===== config.mk =====
export PLATFORM = sky130hd
export DESIGN_NAME = rau_ctrl
export DESIGN_NICKNAME = d
export VERILOG_FILES = /design/src/sv/rau_pkg.sv /design/src/sv/rau_ctrl.sv
export SDC_FILE = /design/constraint.sdc
export NUM_CORES = 1
export LEC_CHECK = 0
export ABC_AREA = 0
export ABC_CLOCK_PERIOD_IN_PS = 5100
export BUFFER_PORTS_ARGS = -buffer_cell sky130_fd_sc_hd__buf_4
export CELL_PAD_IN_SITES_DETAIL_PLACEMENT = 1
export CELL_PAD_IN_SITES_GLOBAL_PLACEMENT = 2
export CORE_AREA = 5 5 65 67
export DETAILED_ROUTE_END_ITERATION = 6
export DIE_AREA = 0 0 70 72
export PLACE_DENSITY = 0.82
export SLEW_MARGIN = 15
export SYNTH_ARGS = -nofsm -noshare
export SYNTH_HDL_FRONTEND = slang
export SYNTH_SLANG_ARGS = --single-unit
export TNS_END_PERCENT = 50

===== constraint.sdc =====
create_clock -name aclk -period 5.1 [get_ports aclk]
set_clock_uncertainty 0.2 [all_clocks]
set_input_delay 0.255 -clock aclk [delete_from_list [all_inputs] [get_ports aclk]]
set_output_delay 0.255 -clock aclk [all_outputs]
set_load 0.1 [all_outputs]

===== src/sv/rau_pkg.sv =====
package rau_pkg;

    // default operand width
    localparam int OPERAND_WIDTH_DEF = 32;
    // port field width
    localparam int FIELD_W = 32;
    // magnitude width of products and sums
    localparam int MAG_W = 64;
    // one quotient bit per step
    localparam int DIV_STEPS = MAG_W;
    localparam int CNT_W = $clog2(DIV_STEPS);
    // shift count of the binary gcd
    localparam int K_W = $clog2(MAG_W) + 1;

    // operation codes
    localparam logic [1:0] FUNC_ADD = 2'd0;
    localparam logic [1:0] FUNC_SUB = 2'd1;
    localparam logic [1:0] FUNC_MUL = 2'd2;
    localparam logic [1:0] FUNC_DIV = 2'd3;

    // product slots of the shared multiplier
    localparam logic [1:0] PROD_LN_RD = 2'd0;
    localparam logic [1:0] PROD_RN_LD = 2'd1;
    localparam logic [1:0] PROD_LD_RD = 2'd2;
    localparam logic [1:0] PROD_LN_RN = 2'd3;

    // divider operand select
    localparam logic DIV_SEL_NUM = 1'b0;
    localparam logic DIV_SEL_DEN = 1'b1;

    // commands from controller to datapath
    typedef struct packed {
        logic       load;
        logic       mul_en;
        logic [1:0] mul_sel;
        logic       form;
        logic       gcd_step;
        logic       g_load;
        logic       shl_step;
        logic       div_init;
        logic       div_sel;
        logic       div_step;
        logic       div_store;
        logic       out_load;
    } cmd_t;

    // status from datapath to controller
    typedef struct packed {
        logic gcd_done;
        logic k_zero;
    } sts_t;

endpackage


===== src/sv/rau_ctrl.sv =====
module rau_ctrl (
    input  logic          aclk,
    input  logic          aresetn,
    input  logic          s_tvalid,
    output logic          s_tready,
    output logic          m_tvalid,
    input  logic          m_tready,
    input  rau_pkg::sts_t sts,
    output rau_pkg::cmd_t cmd
);

    typedef enum logic [10:0] {
        ST_IDLE    = 11'b000_0000_0001,
        ST_MUL     = 11'b000_0000_0010,
        ST_FORM    = 11'b000_0000_0100,
        ST_GCD     = 11'b000_0000_1000,
        ST_GSHIFT  = 11'b000_0001_0000,
        ST_DINIT_N = 11'b000_0010_0000,
        ST_DIV_N   = 11'b000_0100_0000,
        ST_DINIT_D = 11'b000_1000_0000,
        ST_DIV_D   = 11'b001_0000_0000,
        ST_STORE_D = 11'b010_0000_0000,
        ST_FIN     = 11'b100_0000_0000
    } state_t;

    localparam logic [rau_pkg::CNT_W-1:0] CNT_LAST = rau_pkg::CNT_W'(rau_pkg::DIV_STEPS - 1);
    localparam logic [rau_pkg::CNT_W-1:0] MUL_LAST = rau_pkg::CNT_W'(3);

    state_t                    state_reg, state_next;
    logic [rau_pkg::CNT_W-1:0] cnt_reg, cnt_next;
    logic                      valid_reg, valid_next;

    // state and counter registers
    always_ff @(posedge aclk) begin
        if (!aresetn) begin
            state_reg <= ST_IDLE;
            cnt_reg   <= '0;
            valid_reg <= 1'b0;
        end else begin
            state_reg <= state_next;
            cnt_reg   <= cnt_next;
            valid_reg <= valid_next;
        end
    end

    // sequencing
    always_comb begin
        state_next  = state_reg;
        cnt_next    = cnt_reg;
        cmd         = '0;
        cmd.mul_sel = cnt_reg[1:0];
        s_tready    = 1'b0;
        unique case (state_reg)
            ST_IDLE: begin
                s_tready = 1'b1;
                if (s_tvalid) begin
                    cmd.load   = 1'b1;
                    cnt_next   = '0;
                    state_next = ST_MUL;
                end
            end
            ST_MUL: begin
                cmd.mul_en = 1'b1;
                if (cnt_reg == MUL_LAST) begin
                    state_next = ST_FORM;
                end else begin
                    cnt_next = cnt_reg + 1'b1;
                end
            end
            ST_FORM: begin
                cmd.form   = 1'b1;
                state_next = ST_GCD;
            end
            ST_GCD: begin
                if (sts.gcd_done) begin
                    cmd.g_load = 1'b1;
                    state_next = ST_GSHIFT;
                end else begin
                    cmd.gcd_step = 1'b1;
                end
            end
            ST_GSHIFT: begin
                if (sts.k_zero) begin
                    state_next = ST_DINIT_N;
                end else begin
                    cmd.shl_step = 1'b1;
                end
            end
            ST_DINIT_N: begin
                cmd.div_init = 1'b1;
                cmd.div_sel  = rau_pkg::DIV_SEL_NUM;
                cnt_next     = '0;
                state_next   = ST_DIV_N;
            end
            ST_DIV_N: begin
                cmd.div_step = 1'b1;
                if (cnt_reg == CNT_LAST) begin
                    state_next = ST_DINIT_D;
                end else begin
                    cnt_next = cnt_reg + 1'b1;
                end
            end
            ST_DINIT_D: begin
                // numerator quotient is stored as the denominator loads
                cmd.div_store = 1'b1;
                cmd.div_init  = 1'b1;
                cmd.div_sel   = rau_pkg::DIV_SEL_DEN;
                cnt_next      = '0;
                state_next    = ST_DIV_D;
            end
            ST_DIV_D: begin
                cmd.div_step = 1'b1;
                if (cnt_reg == CNT_LAST) begin
                    state_next = ST_STORE_D;
                end else begin
                    cnt_next = cnt_reg + 1'b1;
                end
            end
            ST_STORE_D: begin
                cmd.div_store = 1'b1;
                cmd.div_sel   = rau_pkg::DIV_SEL_DEN;
                state_next    = ST_FIN;
            end
            ST_FIN: begin
                if (!valid_reg || m_tready) begin
                    cmd.out_load = 1'b1;
                    state_next   = ST_IDLE;
                end
            end
            default: begin
                state_next = ST_IDLE;
            end
        endcase
    end

    // output word valid
    always_comb begin
        valid_next = valid_reg;
        priority if (cmd.out_load) begin
            valid_next = 1'b1;
        end else if (m_tready) begin
            valid_next = 1'b0;
        end
    end

    assign m_tvalid = valid_reg;

endmodule


==> results_dict.tcl <==
set metrics [dict create \
    status "finished, final reports clean" \
    max_cap_viol_count 0 \
    crit_slowest_cell "nor4_2" \
    yosysWarnings 0 \
    core_sq_mm 0.00358 \
    multi_input_area_sq_um 711 \
    cts_hold_buffers 0 \
    seqPwrFrac_pct 45.6 \
    cts.clk_slew.worst_paths_ns 0.11 \
    synthXorXnorAreaFrac_pct 2.29 \
    drc 0 \
    p_int_mw 0.213 \
    synth_largest_area_cell "dfxtp_1" \
    synth_compound_gate_area_share_pct 18.9 \
    grt_pass1_vias 1157 \
    synth_top_flop_cell "dfxtp_1" \
    num_io_pins 21 \
    hold_ws_ns 0.0915 \
    synthDominantCellAreaShare_pct 31.4 \
    fin_setup_tns_ns 0 \
    syn-instance-count 141 \
    antenna_cells 0 \
    synth.top_cells.by_area "dfxtp_1 (31%), nor2_1 (4.6%), nand2_1 (3.9%)" \
    wl_um 3280 \
    synthAdderAreaFrac_pct 1.09 \
    ys_seq_elements 18 \
    largest_reg_flops 11 \
    r2r-start "state_reg[4]" \
    synth.net_count 148 \
    drive_gt1_share_pct 21.8 \
    grt_max_degree 20 \
    fp.dieW_um 70 \
    place_congestion 0.806 \
    vdd_ir_drop_max_mv 0.174 \
    via_count 1120 \
    antenna_left 0 \
    leakagePower_nw 0.533 \
    crit_path_start "state_reg[3]" \
    grt_pass1_wl_um 5600 \
    slew_violations 0 \
    cts_buffer_depth 2 \
    synth_area_sq_mm 0.00115 \
    pwr-share-clk_pct 28.0 \
    dieArea_sq_mm 0.00504 \
    drt-met1-wl_um 1480 \
    cts_tree "yes" \
    max_stage_delay_ns 0.56 \
    hp-start "m_tready" \
    startpoint_type "register" \
    switchingPower_mw 0.115 \
    seqCellArea_sq_um 360 \
    min_path_type "input port to register" \
    cp.arrival_ns 2.33 \
    dr.max_layer_used "met4" \
    antenna_found_initial 0 \
    rsz0062_at_grt "false" \
    async_reset_ff_share_pct 0 \
    grt_overflow_total 0 \
    via_per_inst 5.49 \
    avgRoutedWirePerCell_um 16.1 \
    yosysSeqAreaShare_pct 31.4 \
    fp-row-count 22 \
    design_area_sq_mm 0.00134 \
    total_power_mw 0.328 \
    cts_sinks 18 \
    synth_cell_types 45 \
    first_pass_iters 4 \
    muxShareOfSynthArea_pct 0.872 \
    dr_wl_met3_um 146 \
    dpl.hpwl_um 2560 \
    synth_edf_count 0 \
    finalHoldViolations 0 \
    layout_min_cycle_time_ns 2.78 \
    port_buffers 20 \
    cp_max_fo 11 \
    die_h_um 72 \
    fin_crit_sh_pct 54.5 \
    slew_headroom_pct 63.0 \
    swShare_pct 34.9 \
    crit_chain "nor4_2, nand3b_1, or3b_1, nand2_1, buf_4" \
    drt_iter0_markers 64 \
    crit_type "register to output port" \
    clkLatencyLatePin_ns 0.30 \
    required_ns 4.64 \
    finalSetupViolCount 0 \
    wl_met2_um 1630 \
    n_fill_cell 448 \
    synth_top_family_by_area "simple AND/OR/NAND/NOR gates" \
    cts.repair.resized 0 \
    track_usage_pct 13.6 \
    yosys.area_share.simple_pct 38.8 \
    worst_pin_slew_ns 0.553 \
    combPwrFrac_pct 26.4 \
    area_growth_pct 16.5 \
    start_util_pct 32.1 \
    place_area_sq_mm 0.00130 \
    cts_buffers 3 \
    finalNetCount 164 \
    powerDensity_mw_per_mm2 245 \
    max_freq_ghz 0.360 \
    cts_max_level 1 \
    avgSynthCellArea_sq_um 8.14 \
    cts-root-buf "clkbuf_4" \
    cts_setup_buffers 0 \
    critPathCaptureType "output port" \
]
==> Yosys cell counts (3+ instances only) <==
| cell | count |
|---|---|
| a21oi_1 | 5 |
| a31oi_1 | 3 |
| and3_1 | 3 |
| and4_1 | 3 |
| buf_4 | 4 |
| dfxtp_1 | 18 |
| inv_1 | 5 |
| nand2_1 | 12 |
| nand3_1 | 6 |
| nand3b_1 | 3 |
| nand4_1 | 4 |
| nand4b_1 | 3 |
| nor2_1 | 14 |
| nor2b_1 | 5 |
| nor3_1 | 4 |
| nor3b_1 | 3 |
| o21ai_0 | 8 |
| o31ai_1 | 3 |
==> kinds of logic after synthesis <==
group	after synthesis
adder cells (fa/ha/maj)	1
AO/OA/AOI/OAI	30
buffers and inverters	14
flip-flops	18
XOR/XNOR	3
AND/OR/NAND/NOR	74
multiplexers	1
==> worst paths after layout <==
path	slack (ns)	endpoint	cells past startpoint
hold / removal	0.09	m_tvalid	3
hold reg to reg	0.30	cnt_reg[4]	1
setup reg to reg	2.71	cnt_reg[1]	5
setup / recovery	2.32	cmd[3]	5
==> power groups by stage <==
stage	clock network, mW	logic, mW	registers, mW
2_1_floorplan	0	0.0708	0.148
3_3_place_gp	0	0.0856	0.152
3_5_place_dp	0	0.0866	0.152
4_1_cts	0.0949	0.0869	0.149
5_1_grt	0.102	0.0930	0.150
6_report	0.0918	0.0866	0.149
==> cell type report <==
class,instances,area share [%]
clock buffer,4,2.72
inverter,5,1.40
multi-input combinational,109,53.2
sequential,18,27.0
tap,48,4.49
timing repair buffer,20,11.2
==> placed cells by master (no fill, tap or decap), types with 3 or more instances in the layout <==
| master | synthesis | routed |
|---|---|---|
| nand4b_1 | 3 | 3 |
| buf_4 | 4 | 20 |
| nand4_1 | 4 | 4 |
| nor2b_1 | 5 | 5 |
| inv_1 | 5 | 5 |
| and3_1 | 3 | 3 |
| nor2_1 | 14 | 14 |
| dfxtp_1 | 18 | 18 |
| nand3b_1 | 3 | 3 |
| and4_1 | 3 | 3 |
| nor3b_1 | 3 | 3 |
| nor3_1 | 4 | 4 |
| a31oi_1 | 3 | 3 |
| nand2_1 | 12 | 12 |
| o31ai_1 | 3 | 3 |
| a21oi_1 | 5 | 5 |
| clkbuf_4 | 0 | 3 |
| o21ai_0 | 8 | 8 |
| nand3_1 | 6 | 6 |
==> routing by layer <==
layer | up-vias | global-route usage (%)
li1 | 553 | -
met1 | 540 | 16.9
met2 | 23 | 24.0
met3 | 4 | 3.19
met4 | 0 | 3.19
met5 | - | 0
==> critical path, delay by kind of cell (launching register included) <==
family                 cells  cell delay [ns]
DFF                        1             0.43
and+or+nand+nor            4             1.30
buffers and inverters      1             0.30
==> per-stage QoR <==
step,util (%),std cells,setup WS (ns)
floorplan,-,141,1.58
global placement,36.3,200,2.74
detailed placement,36.3,200,2.66
CTS,37.3,204,2.31
global route,37.3,204,2.11
finish,37.3,204,2.32
Power figures use the tool's default switching activity.
